`config.mk`:
```
export PLATFORM = sky130hd
export DESIGN_NAME = fcr_cfg_regs
export DESIGN_NICKNAME = d
export VERILOG_FILES = /design/src/hw/rtl/fcr_pkg.sv /design/src/hw/rtl/fcr_cfg_regs.sv
export SDC_FILE = /design/constraint.sdc
export NUM_CORES = 1
export LEC_CHECK = 0
export BUFFER_PORTS_ARGS = -buffer_cell sky130_fd_sc_hd__clkbuf_2
export CAP_MARGIN = 0
export CORE_MARGIN = 2
export CORE_UTILIZATION = 35
export DETAILED_ROUTE_END_ITERATION = 16
export GPL_TIMING_DRIVEN = 1
export PLACE_DENSITY = 0.57
export REMOVE_ABC_BUFFERS = 1
export SYNTH_ARGS = -nofsm -noshare
export SYNTH_HDL_FRONTEND = slang
export SYNTH_SLANG_ARGS = --single-unit
```
`constraint.sdc`:
```
create_clock -name aclk -period 1.75 [get_ports aclk]
set_input_delay 0.0875 -clock aclk [delete_from_list [all_inputs] [get_ports aclk]]
set_output_delay 0.0875 -clock aclk [all_outputs]
set_load 0.01 [all_outputs]
```
`src/hw/rtl/fcr_pkg.sv`:
```
// Types and constants of the FIR convolution reverb.
package fcr_pkg;

    localparam int SAMPLE_W  = 24;
    localparam int TAP_W     = 24;
    localparam int TAP_IDX_W = 13;
    localparam int LEVEL_W   = 17;
    localparam int CNT_W     = 14;
    localparam int CFG_IDX_W = 2;

    localparam logic [LEVEL_W-1:0] Q16_ONE        = 17'd65536;
    localparam logic [LEVEL_W-1:0] MIX_RESET      = 17'd19661;
    localparam logic [LEVEL_W-1:0] WIDTH_RESET    = 17'd65536;
    localparam logic [CNT_W-1:0]   PREDELAY_RESET = 14'd240;
    localparam logic [CNT_W-1:0]   TAPS_RESET     = 14'd0;

    localparam logic [SAMPLE_W-1:0] SAMPLE_MAX = 24'h7FFFFF;
    localparam logic [SAMPLE_W-1:0] SAMPLE_MIN = 24'h800000;

    localparam logic OP_SAMPLE = 1'b0;
    localparam logic OP_TAP    = 1'b1;

    typedef enum logic [CFG_IDX_W-1:0] {
        CFG_MIX      = 2'd0,
        CFG_WIDTH    = 2'd1,
        CFG_PREDELAY = 2'd2,
        CFG_TAPS     = 2'd3
    } fcr_cfg_idx_t;

    typedef enum logic [3:0] {
        ST_IDLE,
        ST_SCALE,
        ST_WRITE,
        ST_MAC,
        ST_DRAIN,
        ST_WET,
        ST_MIX1,
        ST_MIX2,
        ST_DONE
    } fcr_state_t;

    typedef struct packed {
        logic                        opcode;
        logic                        channel_id;
        logic signed [SAMPLE_W-1:0]  sample_in;
        logic [TAP_IDX_W-1:0]        tap_index;
        logic signed [TAP_W-1:0]     tap_value;
    } fcr_in_t;

    typedef struct packed {
        logic                        channel_out;
        logic signed [SAMPLE_W-1:0]  sample_out;
        logic                        clipped;
    } fcr_out_t;

    typedef struct packed {
        logic [LEVEL_W-1:0] mix_level;
        logic [LEVEL_W-1:0] width_level;
        logic [CNT_W-1:0]   predelay_samples;
        logic [CNT_W-1:0]   tap_count;
    } fcr_cfg_t;

    typedef struct packed {
        logic load;
        logic scale;
        logic hist_write;
        logic mac_issue;
        logic wet;
        logic mix1;
        logic mix2;
        logic out_load;
    } fcr_cmd_t;

    typedef struct packed {
        logic taps_zero;
        logic mac_last;
        logic pipe_empty;
        logic out_busy;
    } fcr_status_t;

endpackage

```
`src/hw/rtl/fcr_cfg_regs.sv`:
```
// Configuration registers with range clamping on write.
module fcr_cfg_regs #(
    parameter int MAX_TAPS     = 8192,
    parameter int MAX_PREDELAY = 16384
) (
    input  logic                           aclk,
    input  logic                           aresetn,
    input  logic                           cfg_valid,
    output logic                           cfg_ready,
    input  logic [fcr_pkg::CFG_IDX_W-1:0]  cfg_index,
    input  logic [fcr_pkg::LEVEL_W-1:0]    cfg_data,
    output fcr_pkg::fcr_cfg_t              cfg
);

    fcr_pkg::fcr_cfg_t cfg_reg, cfg_next;

    function automatic logic [fcr_pkg::LEVEL_W-1:0] clamp_level(
        input logic [fcr_pkg::LEVEL_W-1:0] v
    );
        return (v > fcr_pkg::Q16_ONE) ? fcr_pkg::Q16_ONE : v;
    endfunction

    function automatic logic [fcr_pkg::CNT_W-1:0] clamp_pd(
        input logic [fcr_pkg::CNT_W-1:0] v
    );
        return (32'(v) > MAX_PREDELAY - 1) ? fcr_pkg::CNT_W'(MAX_PREDELAY - 1) : v;
    endfunction

    function automatic logic [fcr_pkg::CNT_W-1:0] clamp_taps(
        input logic [fcr_pkg::CNT_W-1:0] v
    );
        return (32'(v) > MAX_TAPS) ? fcr_pkg::CNT_W'(MAX_TAPS) : v;
    endfunction

    assign cfg_ready = aresetn;
    assign cfg       = cfg_reg;

    always_comb begin
        cfg_next = cfg_reg;
        if (cfg_valid) begin
            case (cfg_index)
                fcr_pkg::CFG_MIX:      cfg_next.mix_level   = clamp_level(cfg_data);
                fcr_pkg::CFG_WIDTH:    cfg_next.width_level = clamp_level(cfg_data);
                fcr_pkg::CFG_PREDELAY: begin
                    cfg_next.predelay_samples = clamp_pd(cfg_data[fcr_pkg::CNT_W-1:0]);
                end
                fcr_pkg::CFG_TAPS: begin
                    cfg_next.tap_count = clamp_taps(cfg_data[fcr_pkg::CNT_W-1:0]);
                end
                default: cfg_next = cfg_reg;
            endcase
        end
    end

    always_ff @(posedge aclk) begin
        if (!aresetn) begin
            cfg_reg.mix_level        <= fcr_pkg::MIX_RESET;
            cfg_reg.width_level      <= fcr_pkg::WIDTH_RESET;
            cfg_reg.predelay_samples <= clamp_pd(fcr_pkg::PREDELAY_RESET);
            cfg_reg.tap_count        <= fcr_pkg::TAPS_RESET;
        end else begin
            cfg_reg <= cfg_next;
        end
    end

endmodule

```
==> out/results.txt <==
relative slew slack - 55.9%
Detailed Route WL - 6250 um
HP Start - cfg_data[7]
most common cell after layout, fill and taps aside - clkbuf_2
share of layout cells above drive strength 1 - 31.0%
most frequent cells in the layout - clkbuf_2 (84), nand2_1 (72), dfxtp_1 (62), nand3_1 (38), a21boi_0 (19)
max-slew violations - 0
Vias/cell - 4.65
routability congestion estimate from global placement - 0.692
syn_area_per_cell - 8.82 um^2
worst skew pair latency - 0.33 ns
post-CTS setup buffer count - 0
leakage - 0.00136 uW
Mapped Cells - 279
clock sink count - 62
Unique masters post-synth - 26
critical path class - input port to output port
nets - 378
Routed Antenna Nets - 0
largest net degree at the start of global routing - 49
Global Route Usage Sum - 17.0%
Yosys reg bits - 62
Design Area, Final - 0.00310 mm^2
post-synth top area share - 50.5%
part of the cycle the worst path needs - 60.3%
Root Driver - clkbuf_8
CTS buffer count - 9
Fmax achieved - 0.948 GHz
Post-CTS Hold Fix Bufs - 1
placed instance area - 0.00293 mm^2
Worst EP required - 1.66 ns
vias in the first global route - 1987
ANT cells - 0
fillers - 680
DRT iter0 DRCs - 83
first-pass GRT wire length - 10000 um
R2R depth - 2
Startpoint Class - input port
Hold Path Stages - 3
Logic pwr share - 9.7%
drt first pass iters - 4
initial core utilization - 36.2%
GRT Residual Overflow - 0
status - complete, no violations
synth warn - 0
port buffer count - 84
Switching Share - 25.0%
worst slew pin tran - 0.660 ns
RSZ-0062 raised after global routing - no
CTS tree - done
Mapped Area - 0.00246 mm^2
setup violators final - 0
start of the worst register-to-register path - cfg[27]$_SDFFE_PN0P_
synth top area cells - dfxtp_1 (50%), nand2_1 (11%), nand3_1 (7.7%)
Max Root-Sink Buffers - 2
Max Cap Viol - 0
Setup TNS - 0 ns
clock group share of total power - 37.9%
Hold WS - 0.0111 ns
# rows - 30
worst vdd ir - 0.000398 V
R2R setup slack - 1.08 ns
CP endpoint kind - output port
DPL Wire Length - 4070 um
Tmin final - 1.05 ns
DR WL/cell - 13.7 um
H-tree levels - 3
Final Hold Vio Count - 0
maximum fanout along the worst path - 24
I/O pins - 85
largest area contributor in the netlist - dfxtp_1
Flop pwr share - 52.3%
pwr dens - 911 mW/mm^2
Synth-to-Final Area Change - 25.9%
Via Count - 2124
initial antenna violation count - 0
sequential-to-total area share from yosys stat - 50.5%
Layout Skew - 0 ns
Hold Path Class - input port to register
Net Sw Power - 706 uW
Hold Path End - cfg[21]$_SDFFE_PN1P_
reg-to-reg endpoint - cfg[27]$_SDFFE_PN0P_
CTS resizes - 0
Int Power - 2120 uW
total power - 2820 uW
die width - 87.8 um
die height - 87.8 um
die area - 0.00771 mm^2
residual DRC count - 0
clock slew at reported path FFs - 0.06 ns
core area - 0.00679 mm^2
max FFs per register - 62
worst endpoint data arrival time - 0.97 ns
## cell usage after synthesis
master,n
nand3b_1,13
o21ai_0,13
nand3_1,38
o21ai_2,6
buf_8,1
or3_1,1
inv_1,1
buf_6,2
clkbuf_1,10
or3b_1,1
dfxtp_1,62
nor2b_1,11
a21boi_1,1
o311ai_2,1
and3_2,1
mux2i_1,3
nand2_1,72
nor3b_2,1
and3b_2,1
nand2_4,1
a21boi_0,19
buf_2,5
nand3_2,1
nand4b_1,8
buf_4,4
buf_1,2
## per-layer routing
metal	track usage, %	vias up	part of all wire [%]
met5	0	-	0
met3	3.68	7	4.9
met2	25.5	47	46
li1	-	1101	-
met4	7.97	0	1.4
met1	23.3	969	48
## power by group through the flow
stage	sequential, uW	combinational [uW]	clock, uW
floorplan	1520	99.8	0
global placement	1510	272	0
detailed placement	1510	277	0
CTS	1480	279	1110
global route	1480	307	1170
finish	1480	275	1070
## stage by stage
stage / std cells / utilization [%] / worst slack [ns]
finish: 457 / 45.6 / 0.696
global route: 457 / 45.6 / 0.638
CTS: 457 / 45.6 / 0.700
detailed placement: 440 / 43.1 / 0.554
global placement: 440 / 43.1 / 0.574
floorplan: 255 / - / 0.378
## how the worst max path moves through the flow
| stage | slack (ns) | cells after the start | startpoint | endpoint |
|---|---|---|---|---|
| finish | 0.70 | 3 | aresetn | cfg_ready |
| global route | 0.64 | 3 | aresetn | cfg_ready |
| floorplan | 0.38 | 3 | cfg_index[1] | cfg[42]$_SDFFE_PN0P_ |
| global placement | 0.57 | 5 | cfg_index[1] | cfg[59]$_SDFFE_PN1P_ |
| CTS | 0.70 | 3 | aresetn | cfg_ready |
| detailed placement | 0.55 | 5 | cfg_index[1] | cfg[59]$_SDFFE_PN1P_ |
## critical path, stage by stage
cell,delay (ns)
clkbuf_2,0.41
buf_4,0.30
clkbuf_2,0.16
## logic make-up after synthesis
group                  share of synthesized area [%]
flip-flops                                      50.5
AND/OR/NAND/NOR                                 31.0
multiplexers                                    1.22
AO/OA/AOI/OAI                                   11.5
buffers and inverters                           5.75
## final cells by class
class,count,area (um^2),area share (%)
timing repair buffer,90,493,15.9
inverter,1,3.75,0.121
multi-input combinational,192,1080,34.8
clock inverter,1,5.00,0.162
tap,96,120,3.88
clock buffer,15,156,5.05
sequential,62,1240,40.1
No activity file was read; power rests on OpenSTA's default activity.
