## config.mk

```make
export PLATFORM = sky130hd
export DESIGN_NAME = fcr_ctrl
export DESIGN_NICKNAME = d
export VERILOG_FILES = /design/src/hw/rtl/fcr_pkg.sv /design/src/hw/rtl/fcr_ctrl.sv
export SDC_FILE = /design/constraint.sdc
export NUM_CORES = 1
export LEC_CHECK = 0
export BUFFER_PORTS_ARGS = -buffer_cell sky130_fd_sc_hd__buf_2
export CAP_MARGIN = 20
export CORE_AREA = 2 2 39 41
export DETAILED_ROUTE_END_ITERATION = 12
export DIE_AREA = 0 0 41 43
export PLACE_DENSITY_LB_ADDON = 0.15
export REMOVE_ABC_BUFFERS = 1
export SLEW_MARGIN = 40
export SYNTH_ARGS = -nofsm -noshare
export SYNTH_HDL_FRONTEND = slang
export SYNTH_SLANG_ARGS = --single-unit
```

## constraint.sdc

```tcl
create_clock -name aclk -period 1.8 [get_ports aclk]
set_input_delay 0.36 -clock aclk [delete_from_list [all_inputs] [get_ports aclk]]
set_output_delay 0.36 -clock aclk [all_outputs]
set_load 0.01 [all_outputs]
```

## src/hw/rtl/fcr_pkg.sv

```systemverilog
// Types and constants of the FIR convolution reverb.
package fcr_pkg;

    localparam int SAMPLE_W  = 24;
    localparam int TAP_W     = 24;
    localparam int TAP_IDX_W = 13;
    localparam int LEVEL_W   = 17;
    localparam int CNT_W     = 14;
    localparam int CFG_IDX_W = 2;

    localparam logic [LEVEL_W-1:0] Q16_ONE        = 17'd65536;
    localparam logic [LEVEL_W-1:0] MIX_RESET      = 17'd19661;
    localparam logic [LEVEL_W-1:0] WIDTH_RESET    = 17'd65536;
    localparam logic [CNT_W-1:0]   PREDELAY_RESET = 14'd240;
    localparam logic [CNT_W-1:0]   TAPS_RESET     = 14'd0;

    localparam logic [SAMPLE_W-1:0] SAMPLE_MAX = 24'h7FFFFF;
    localparam logic [SAMPLE_W-1:0] SAMPLE_MIN = 24'h800000;

    localparam logic OP_SAMPLE = 1'b0;
    localparam logic OP_TAP    = 1'b1;

    typedef enum logic [CFG_IDX_W-1:0] {
        CFG_MIX      = 2'd0,
        CFG_WIDTH    = 2'd1,
        CFG_PREDELAY = 2'd2,
        CFG_TAPS     = 2'd3
    } fcr_cfg_idx_t;

    typedef enum logic [3:0] {
        ST_IDLE,
        ST_SCALE,
        ST_WRITE,
        ST_MAC,
        ST_DRAIN,
        ST_WET,
        ST_MIX1,
        ST_MIX2,
        ST_DONE
    } fcr_state_t;

    typedef struct packed {
        logic                        opcode;
        logic                        channel_id;
        logic signed [SAMPLE_W-1:0]  sample_in;
        logic [TAP_IDX_W-1:0]        tap_index;
        logic signed [TAP_W-1:0]     tap_value;
    } fcr_in_t;

    typedef struct packed {
        logic                        channel_out;
        logic signed [SAMPLE_W-1:0]  sample_out;
        logic                        clipped;
    } fcr_out_t;

    typedef struct packed {
        logic [LEVEL_W-1:0] mix_level;
        logic [LEVEL_W-1:0] width_level;
        logic [CNT_W-1:0]   predelay_samples;
        logic [CNT_W-1:0]   tap_count;
    } fcr_cfg_t;

    typedef struct packed {
        logic load;
        logic scale;
        logic hist_write;
        logic mac_issue;
        logic wet;
        logic mix1;
        logic mix2;
        logic out_load;
    } fcr_cmd_t;

    typedef struct packed {
        logic taps_zero;
        logic mac_last;
        logic pipe_empty;
        logic out_busy;
    } fcr_status_t;

endpackage

```

## src/hw/rtl/fcr_ctrl.sv

```systemverilog
// Sequencing state machine of the reverb.
module fcr_ctrl (
    input  logic                 aclk,
    input  logic                 aresetn,
    input  logic                 s_valid,
    input  logic                 s_opcode,
    output logic                 s_ready,
    input  fcr_pkg::fcr_status_t status,
    output fcr_pkg::fcr_cmd_t    cmd
);

    fcr_pkg::fcr_state_t state_reg, state_next;

    always_comb begin
        state_next = state_reg;
        case (state_reg)
            fcr_pkg::ST_IDLE: begin
                if (s_valid && s_opcode == fcr_pkg::OP_SAMPLE) state_next = fcr_pkg::ST_SCALE;
            end
            fcr_pkg::ST_SCALE: state_next = fcr_pkg::ST_WRITE;
            fcr_pkg::ST_WRITE: begin
                state_next = status.taps_zero ? fcr_pkg::ST_DONE : fcr_pkg::ST_MAC;
            end
            fcr_pkg::ST_MAC: begin
                if (status.mac_last) state_next = fcr_pkg::ST_DRAIN;
            end
            fcr_pkg::ST_DRAIN: begin
                if (status.pipe_empty) state_next = fcr_pkg::ST_WET;
            end
            fcr_pkg::ST_WET:  state_next = fcr_pkg::ST_MIX1;
            fcr_pkg::ST_MIX1: state_next = fcr_pkg::ST_MIX2;
            fcr_pkg::ST_MIX2: state_next = fcr_pkg::ST_DONE;
            fcr_pkg::ST_DONE: begin
                if (!status.out_busy) state_next = fcr_pkg::ST_IDLE;
            end
            default: state_next = fcr_pkg::ST_IDLE;
        endcase
    end

    always_comb begin
        cmd            = '0;
        s_ready        = 1'b0;
        case (state_reg)
            fcr_pkg::ST_IDLE: begin
                s_ready  = aresetn;
                cmd.load = s_valid && aresetn;
            end
            fcr_pkg::ST_SCALE: cmd.scale      = 1'b1;
            fcr_pkg::ST_WRITE: cmd.hist_write = 1'b1;
            fcr_pkg::ST_MAC:   cmd.mac_issue  = 1'b1;
            fcr_pkg::ST_WET:   cmd.wet        = 1'b1;
            fcr_pkg::ST_MIX1:  cmd.mix1       = 1'b1;
            fcr_pkg::ST_MIX2:  cmd.mix2       = 1'b1;
            fcr_pkg::ST_DONE:  cmd.out_load   = !status.out_busy;
            default: cmd = '0;
        endcase
    end

    always_ff @(posedge aclk) begin
        if (!aresetn) begin
            state_reg <= fcr_pkg::ST_IDLE;
        end else begin
            state_reg <= state_next;
        end
    end

endmodule

```

==> summary.txt, run 1 <==
Layout
  – Non-Filler Instances: 77
  – N_diodes: 0
  – Final non-filler cell area: 437 um2
  – Max FFs per register: 4
  – Layout area overhead: 33.7%
  – Layout cells sized above 1: 39.3%
  – Net count reported at finish: 71
  – Final core utilization: 31.6%

Flow run
  – Max Cap Viol: 0

Clock network
  – CTS Buf Count: 3
  – Clk buf depth: 2
  – Worst-skew pair later-pin latency: 0.23 ns
  – CTS Sinks: 4
  – Resized cells post-CTS: 0
  – CTS Hold Bufs: 0
  – H-tree depth: 1
  – Setup Fix Bufs, Post-CTS: 0
  – CTS tree: yes
  – Clock root cell: clkbuf_4
  – Clock transition at the registers of the reported paths: 0.04 ns

Logic synthesis
  – Adder-cell share of the synthesized area: 0%
  – Post-Synth Simple-Gate Area: 45.6%
  – Dominant synthesized flop cell: dfxtp_1
  – Most frequent cell after synthesis: nor2_1
  – Avg Synthesized Cell Area: 7.26 um2
  – Syn. warnings: 0
  – Xor/xnor cell area share of the yosys netlist: 2.68%
  – Post-Syn Area: 327 um2
  – Flops & latches, synth: 4
  – EDFF count, synth: 0
  – Commonest cells post-synth: 8 x nor2_1, 4 x dfxtp_1, 4 x nor3_1, 3 x a21oi_1, 3 x nand2b_1
  – Top cells by area, synth: dfxtp_1 25%, nor2_1 9.2%, nor3_1 6.1%
  – Fraction of registers with async set/reset: 0%
  – Main combinational cell family by area after synthesis: simple AND/OR/NAND/NOR gates
  – Synth cell types: 25
  – Post-synthesis mux area share: 0%
  – Yosys top cell by area: dfxtp_1
  – Post-synth top area share: 24.5%
  – Compound-Gate Fraction of Synth Area: 19.9%
  – Sequential area share after synthesis: 24.5%
  – Syn Inst Count: 45

Die
  – Die Height: 43 um
  – # IOs: 17
  – Die Footprint: 1760 um2
  – Row count: 14
  – Die X: 41 um
  – Placeable Area: 1380 um2
  – Initial Util: 23.6%

Timing
  – Hold_ws: 0.411 ns
  – Min Clock Period, post-route: 1.64 ns
  – Clock skew: 0.000650 ns
  – Worst-Margin Slew: 0.310 ns
  – Final hold violations: 0
  – Final setup vio count: 0
  – Tcrit/Tclk final: 91.4%
  – Final worst setup slack: 0.155 ns
  – Rel. slew slack: 79.3%
  – Max Freq: 608 MHz
  – Slew Viols, Final: 0
  – Fin Setup TNS: 0 ns
  – RSZ-0062 raised after global routing: no

Detailed routing
  – Vias: 353
  – ANT nets after route: 0
  – Initial DRC Count: 10
  – Routed vias/inst: 4.58
  – DRT Pass-1 Iters: 2
  – # DRC: 0
  – Drt total wl: 798 um
  – DR WL/cell: 10.4 um

Global routing
  – All-Layer GR Usage: 11.5%
  – First-pass GRT wire length: 1340 um
  – Grt total ovfl: 0
  – Largest net degree at the start of global routing: 11
  – Antenna violations before repair: 0
  – Vias in the first global route: 320

Critical path
  – WP data arrival: 1.28 ns
  – Reg2reg end: state_reg[0]
  – Crit path kind: reg2out
  – Worst EP required: 1.44 ns
  – Maximum fanout along the worst path: 10
  – Worst Setup SP: state_reg[1]
  – R2R depth: 4
  – CP Launch Type: flop
  – Critical Path End Type: output pin
  – Reg-to-reg slack, setup: 0.54 ns
  – Worst reg2reg startpoint: state_reg[1]

Run status
  – Status: finished clean

Worst hold path
  – Hold Path Class: in2reg
  – Hold Path Stages: 2
  – Hold Path End: state_reg[3]
  – Hold Startpoint: aresetn

Power
  – Total power: 0.344 mW
  – Max IR drop VDD: 0.420 mV
  – Pwr dens: 787 nW/um2
  – Pleak: 0.187 nW

Placed design
  – GPL Wtd Cong: 0.664
  – Port buffer count: 16
  – DP HPWL: 613 um
  – Dpl ws: 0.328 ns
  – Inst Count DP: 74
  – Area after DPL: 407 um2
[power breakdown]
| part | total [mW] | internal [mW] | switching, mW |
|---|---|---|---|
| Combinational | 0.114 | 0.0576 | 0.0564 |
| Sequential | 0.123 | 0.0998 | 0.0232 |
| Clock | 0.107 | 0.0743 | 0.0324 |
[layer usage]
metal | GRT usage [%] | wire length, um | up-vias
li1 | - | - | 192
met1 | 15.8 | 423 | 144
met2 | 14.7 | 300 | 17
met3 | 3.14 | 73 | 0
met4 | 8.00 | 0 | 0
met5 | 0 | 0 | -
[final cells by class]
type,count,area (um2)
Clock buffer,3,22.5
Fill cell,147,947
Inverter,1,3.75
Multi-Input combinational cell,37,229
Sequential cell,4,81.3
Tap cell,16,20.0
Timing Repair Buffer,16,80.1
[cells in the final DEF, fill, tap and decap left out, types with 2 or more instances in the layout]
cell type and count:
dfxtp_1 3, nor2_1 8, a21oi_1 3, buf_2 16
nor3_1 4, nand2b_1 3, nand3b_1 2, clkbuf_4 3
o21ai_0 2
[worst max-delay path, cell delays in order, from the launching register on]
cell     delay, ns
dfxtp_1       0.49
nor2_1        0.09
and3_1        0.20
and2_1        0.15
buf_2         0.13
[worst max path at each step]
stage / end / cells after the start / slack (ns)
finish: cmd[7] / 4 / 0.16
global placement: cmd[7] / 4 / 0.33
CTS: cmd[7] / 4 / 0.06
detailed placement: cmd[7] / 4 / 0.33
global route: cmd[7] / 4 / 0.03
floorplan: cmd[0] / 2 / 0.40
[cells by family (layout without fill, tap and decap cells)]
kind of cell	Yosys count	after routing
and+or+nand+nor	26	26
AOI/OAI and AO/OA	10	10
DFF	4	4
buffers and inverters	4	20
xor gates and xnor gates	1	1
Note: power is estimated with default switching activity, not from simulation.
==> inputs of run 2 (changes only) <==
BUFFER_PORTS_ARGS = -buffer_cell sky130_fd_sc_hd__clkbuf_2   (was -buffer_cell sky130_fd_sc_hd__buf_2)
GPL_ROUTABILITY_DRIVEN = 0   (was not set)
==> run 2 against run 1 <==
Sequential share of layout area rose by 0.27 points; critical path type unchanged; global-route usage increased by 0.50 points; highest routed layer unchanged; register-to-register slack hardly changed.
==> summary.txt, run 2 (synthesis results as in run 1) <==
Die
  – Row count: 14 (unchanged)
  – Initial Util: 23.6% (unchanged)
  – Die Height: 43 um (unchanged)
  – Die Footprint: 1760 um2 (unchanged)
  – Die X: 41 um (unchanged)
  – Placeable Area: 1380 um2 (unchanged)
  – # IOs: 17 (unchanged)

Timing
  – Clock skew: 0.000465 ns (-0.000185 ns)
  – Min Clock Period, post-route: 1.65 ns (+0.000518 ns)
  – Fin Setup TNS: 0 ns (unchanged)
  – Final hold violations: 0 (unchanged)
  – Max Freq: 608 MHz (about the same)
  – RSZ-0062 raised after global routing: no
  – Slew Viols, Final: 0 (unchanged)
  – Tcrit/Tclk final: 91.4% (about the same)
  – Worst-Margin Slew: 0.316 ns (+0.00622 ns)
  – Hold_ws: 0.404 ns (-0.00759 ns)
  – Rel. slew slack: 78.9% (-0.42 points)
  – Final setup vio count: 0 (unchanged)

Critical path
  – WP data arrival: 1.29 ns (about the same)
  – Slowest CP cell: dfxtp_1
  – Worst EP required: 1.44 ns (about the same)
  – Delay-heaviest family, CP: flip-flops
  – Max incr delay on CP: 0.49 ns (about the same)
  – Worst Setup SP: state_reg[1]
  – R2R depth: 4 (unchanged)
  – Reg2reg end: state_reg[0]
  – Reg-to-reg slack, setup: 0.53 ns (about the same)
  – Crit path buffers/inverters: 1 (unchanged)
  – Critical path, cell by cell: nor2_1, and3_1, and2_1, clkbuf_2
  – Worst reg2reg startpoint: state_reg[1]
  – Maximum fanout along the worst path: 10 (unchanged)
  – CP Launch Type: flop
  – Critical Path End Type: output pin
  – Crit path kind: reg2out

Clock network
  – CTS Sinks: 4 (unchanged)
  – Clk buf depth: 2 (unchanged)
  – Clock transition at the registers of the reported paths: 0.04 ns (about the same)
  – Worst-skew pair later-pin latency: 0.23 ns (about the same)
  – Clock root cell: clkbuf_4
  – CTS Buf Count: 3 (unchanged)
  – Setup Fix Bufs, Post-CTS: 0 (unchanged)
  – CTS tree: yes
  – H-tree depth: 1 (unchanged)

Global routing
  – Vias in the first global route: 346 (+8.1%)
  – All-Layer GR Usage: 12.0% (+0.50 points)
  – Antenna violations before repair: 0 (unchanged)
  – First-pass GRT wire length: 1430 um (+6.7%)
  – Grt total ovfl: 0 (unchanged)
  – Largest net degree at the start of global routing: 11 (unchanged)

Power
  – Pleak: 0.181 nW (-3.3%)
  – Pwr dens: 794 nW/um2 (+0.89%)
  – Total power: 0.342 mW (-0.55%)
  – Max IR drop VDD: 0.422 mV (+0.44%)

Flow run
  – Max Cap Viol: 0 (unchanged)

Worst hold path
  – Hold Path End: state_reg[3]
  – Hold Path Class: in2reg
  – Hold Startpoint: aresetn
  – Hold Path Stages: 2 (unchanged)

Detailed routing
  – DR WL/cell: 10.3 um (-0.63%)
  – Vias: 352 (-0.28%)
  – Routed vias/inst: 4.57 (-0.28%)
  – DRT Pass-1 Iters: 4 (+2)
  – Drt total wl: 793 um (-0.63%)
  – Initial DRC Count: 9 (-1)
  – # DRC: 0 (unchanged)
  – ANT nets after route: 0 (unchanged)

Layout
  – Final non-filler cell area: 430 um2 (-1.4%)
  – FF+latch area: 81.3 um2 (unchanged)
  – Max FFs per register: 4 (unchanged)
  – Area of the multi-input gates: 223 um2 (-2.7%)
  – N_diodes: 0 (unchanged)
  – Final core utilization: 31.1% (-0.45 points)
  – Layout area overhead: 31.8%
  – Fill cell count: 160 (+8.8%)
  – Layout cells sized above 1: 37.7% (-1.6 points)
  – Most frequent cells in the layout: 16 x clkbuf_2, 8 x nor2_1, 4 x nor3_1
  – Net count reported at finish: 71 (unchanged)
  – Most common cell after layout, fill and taps aside: clkbuf_2

Placed design
  – DP HPWL: 612 um (-0.15%)
  – Area after DPL: 407 um2 (unchanged)
  – Port buffer count: 16 (unchanged)

Run status
  – Status: finished clean
run 2: cell count changes in the layout (fill, tap and decap cells not counted), sizes merged:
cell	delta
buf	-16
clkbuf	+16
run 2: layer usage:
| layer | part of all wire (%) | wire (um) | track usage [%] | vias up |
|---|---|---|---|---|
| li1 | - | - | - | 192 |
| met1 | 51 | 404 | 16.8 | 143 |
| met2 | 40 | 318 | 15.3 | 17 |
| met3 | 8.8 | 70 | 3.14 | 0 |
| met4 | 0 | 0 | 8.00 | 0 |
| met5 | 0 | 0 | 0 | - |
run 2: how the worst max path moves through the flow:
stage	endpoint	slack (ns)	depth (start not counted)
3_3_place_gp	cmd[7]	0.34	4
6_report	cmd[7]	0.15	4
2_1_floorplan	cmd[0]	0.40	2
5_1_grt	cmd[7]	0.03	4
3_5_place_dp	cmd[7]	0.33	4
4_1_cts	cmd[7]	0.07	4
run 2: what timing repair did:
item                       CTS  global route
gates resized for setup      0             1
hold buffers                 0             0
setup endpoints to repair    0             1
run 2: cell type report:
cell class              instances  area share [%]
well taps                      16            4.65
repair buffers                 16            18.6
inverters                       1           0.872
flip-flops and latches          4            18.9
multi-input cells              37            51.7
clock buffers                   3            5.23
run 2: report_power, final:
group,total [mW],internal (mW),leakage (nW),switching (mW)
registers,0.123,0.0998,0.0331,0.0234
logic,0.112,0.0569,0.134,0.0549
clock network,0.107,0.0743,0.0138,0.0324
total,0.342,0.231,0.181,0.111
run 2: through the flow:
stage,cells,setup WS [ns]
finish,77,0.155
global placement,74,0.340
CTS,77,0.0688
detailed placement,74,0.329
floorplan,42,0.405
global route,77,0.0293
==> inputs of run 3 (changes only) <==
REMOVE_ABC_BUFFERS = not set   (was 1)
==> run 3 against run 2 <==
Sequential share of layout area is 0.82 points lower; largest cell class unchanged; wire length grew 12%; utilization increased by 0.90 points; critical endpoint unchanged; largest power group unchanged; final cell count increased by 1.3%; combinational power rose by 4%; highest routed layer unchanged.
==> summary.txt, run 3 (synthesis results as in run 1) <==
Global routing
  – Antenna violations before repair: 0 (unchanged)
  – Grt total ovfl: 0 (unchanged)
  – Largest net degree at the start of global routing: 11 (unchanged)
  – All-Layer GR Usage: 12.4% (+0.49 points)
  – First-pass GRT wire length: 1410 um (-0.98%)
  – Vias in the first global route: 323 (-6.6%)

Timing
  – Clock skew: 0.000538 ns (+0.0000728 ns)
  – Worst-Margin Slew: 0.340 ns (+0.0234 ns)
  – Hold_ws: 0.416 ns (+0.0120 ns)
  – Final hold violations: 0 (unchanged)
  – Min Clock Period, post-route: 1.65 ns (+0.00469 ns)
  – Rel. slew slack: 77.3% (-1.6 points)
  – Fin Setup TNS: 0 ns (unchanged)
  – Tcrit/Tclk final: 91.7% (+0.26 points)
  – Max Freq: 606 MHz (-0.28%)
  – Slew Viols, Final: 0 (unchanged)
  – RSZ-0062 raised after global routing: no
  – Final setup vio count: 0 (unchanged)

Detailed routing
  – DRT Pass-1 Iters: 3 (-1)
  – Routed vias/inst: 4.86 (+6.3%)
  – DR WL/cell: 11.4 um (+11%)
  – Vias: 379 (+7.7%)
  – Initial DRC Count: 7 (-2)
  – ANT nets after route: 0 (unchanged)
  – # DRC: 0 (unchanged)
  – Drt total wl: 892 um (+12%)

Layout
  – Final non-filler cell area: 443 um2 (+2.9%)
  – Most frequent cells in the layout: 16 x clkbuf_2, 8 x nor2_1, 4 x nor3_1, 4 x dfxtp_1
  – Final core utilization: 32.0% (+0.90 points)
  – Layout cells sized above 1: 38.7% (+1.0 points)
  – Max FFs per register: 4 (unchanged)
  – Layout area overhead: 35.6%
  – Non-Filler Instances: 78 (+1.3%)
  – Most common cell after layout, fill and taps aside: clkbuf_2
  – N_diodes: 0 (unchanged)
  – Net count reported at finish: 72 (+1.4%)

Placed design
  – DP HPWL: 672 um (+9.9%)
  – Inst Count DP: 75 (+1.4%)
  – Port buffer count: 16 (unchanged)
  – Area after DPL: 414 um2 (+1.8%)

Power
  – Pwr dens: 791 nW/um2 (-0.43%)
  – Max IR drop VDD: 0.297 mV (-30%)
  – Pleak: 0.187 nW (+3.3%)

Critical path
  – Critical path, cell by cell: nor2_1, and3_1, and2_1, clkbuf_2
  – Critical Path End Type: output pin
  – WP data arrival: 1.29 ns (about the same)
  – Delay-heaviest family, CP: flip-flops
  – Max incr delay on CP: 0.49 ns (about the same)
  – Crit path buffers/inverters: 1 (unchanged)
  – Worst EP required: 1.44 ns (about the same)
  – Slowest CP cell: dfxtp_1
  – Crit path kind: reg2out
  – Maximum fanout along the worst path: 10 (unchanged)
  – CP Launch Type: flop

Clock network
  – Clock root cell: clkbuf_4
  – Worst-skew pair later-pin latency: 0.23 ns (about the same)
  – Clock transition at the registers of the reported paths: 0.04 ns (about the same)
  – CTS Buf Count: 3 (unchanged)
  – CTS tree: yes
  – Clk buf depth: 2 (unchanged)
  – CTS Sinks: 4 (unchanged)
  – Setup Fix Bufs, Post-CTS: 0 (unchanged)
  – H-tree depth: 1 (unchanged)

Die
  – Die Height: 43 um (unchanged)
  – Die X: 41 um (unchanged)
  – Initial Util: 23.6% (unchanged)
  – Row count: 14 (unchanged)
  – Die Footprint: 1760 um2 (unchanged)
  – Placeable Area: 1380 um2 (unchanged)
  – # IOs: 17 (unchanged)

Run status
  – Status: finished clean

Worst hold path
  – Hold Path Class: in2reg

Logic synthesis
  – Syn Nets: 53

Flow run
  – Max Cap Viol: 0 (unchanged)
run 3: power by group:
part / leakage (nW) / switching [mW] / total [mW] / internal, mW
Sequential: 0.0326 / 0.0221 / 0.122 / 0.0997
Clock: 0.0138 / 0.0373 / 0.112 / 0.0746
Combinational: 0.141 / 0.0586 / 0.117 / 0.0579
Total: 0.187 / 0.118 / 0.350 / 0.232
run 3: timing repair:
action,in CTS,in global routing
resized for setup,0,1
hold buffers,0,0
endpoints found under the setup margin,0,1
run 3: per-layer routing:
layer | track usage [%] | up-vias | routed length, um
li1 | - | 194 | -
met1 | 15.1 | 170 | 415
met2 | 16.6 | 15 | 422
met3 | 6.28 | 0 | 54
met4 | 8.00 | 0 | 0
met5 | 0 | - | 0
run 3: stage by stage:
step	setup slack (ns)	total power [mW]
6_report	0.150	0.350
5_1_grt	0.0516	0.382
4_1_cts	0.126	0.353
3_5_place_dp	0.386	0.238
3_3_place_gp	0.391	0.239
2_1_floorplan	0.355	0.203
run 3: path summary, 6_finish.rpt:
check / from / endpoint / slack [ns] / cells past startpoint
worst max-delay path: state_reg[1] / cmd[7] / 0.15 / 4
worst min-delay path: aresetn / state_reg[3] / 0.42 / 2
worst max register to register: state_reg[1] / state_reg[0] / 0.53 / 4
worst min register to register: state_reg[0] / state_reg[1] / 0.61 / 2
run 3: area by class of cell:
class                           count  area, um2
Clock buffer                        3       22.5
Multi-Input combinational cell     37        229
Inverter                            1       3.75
Sequential cell                     4       80.1
Tap cell                           16       20.0
Fill cell                         163        941
Timing Repair Buffer               17       87.6
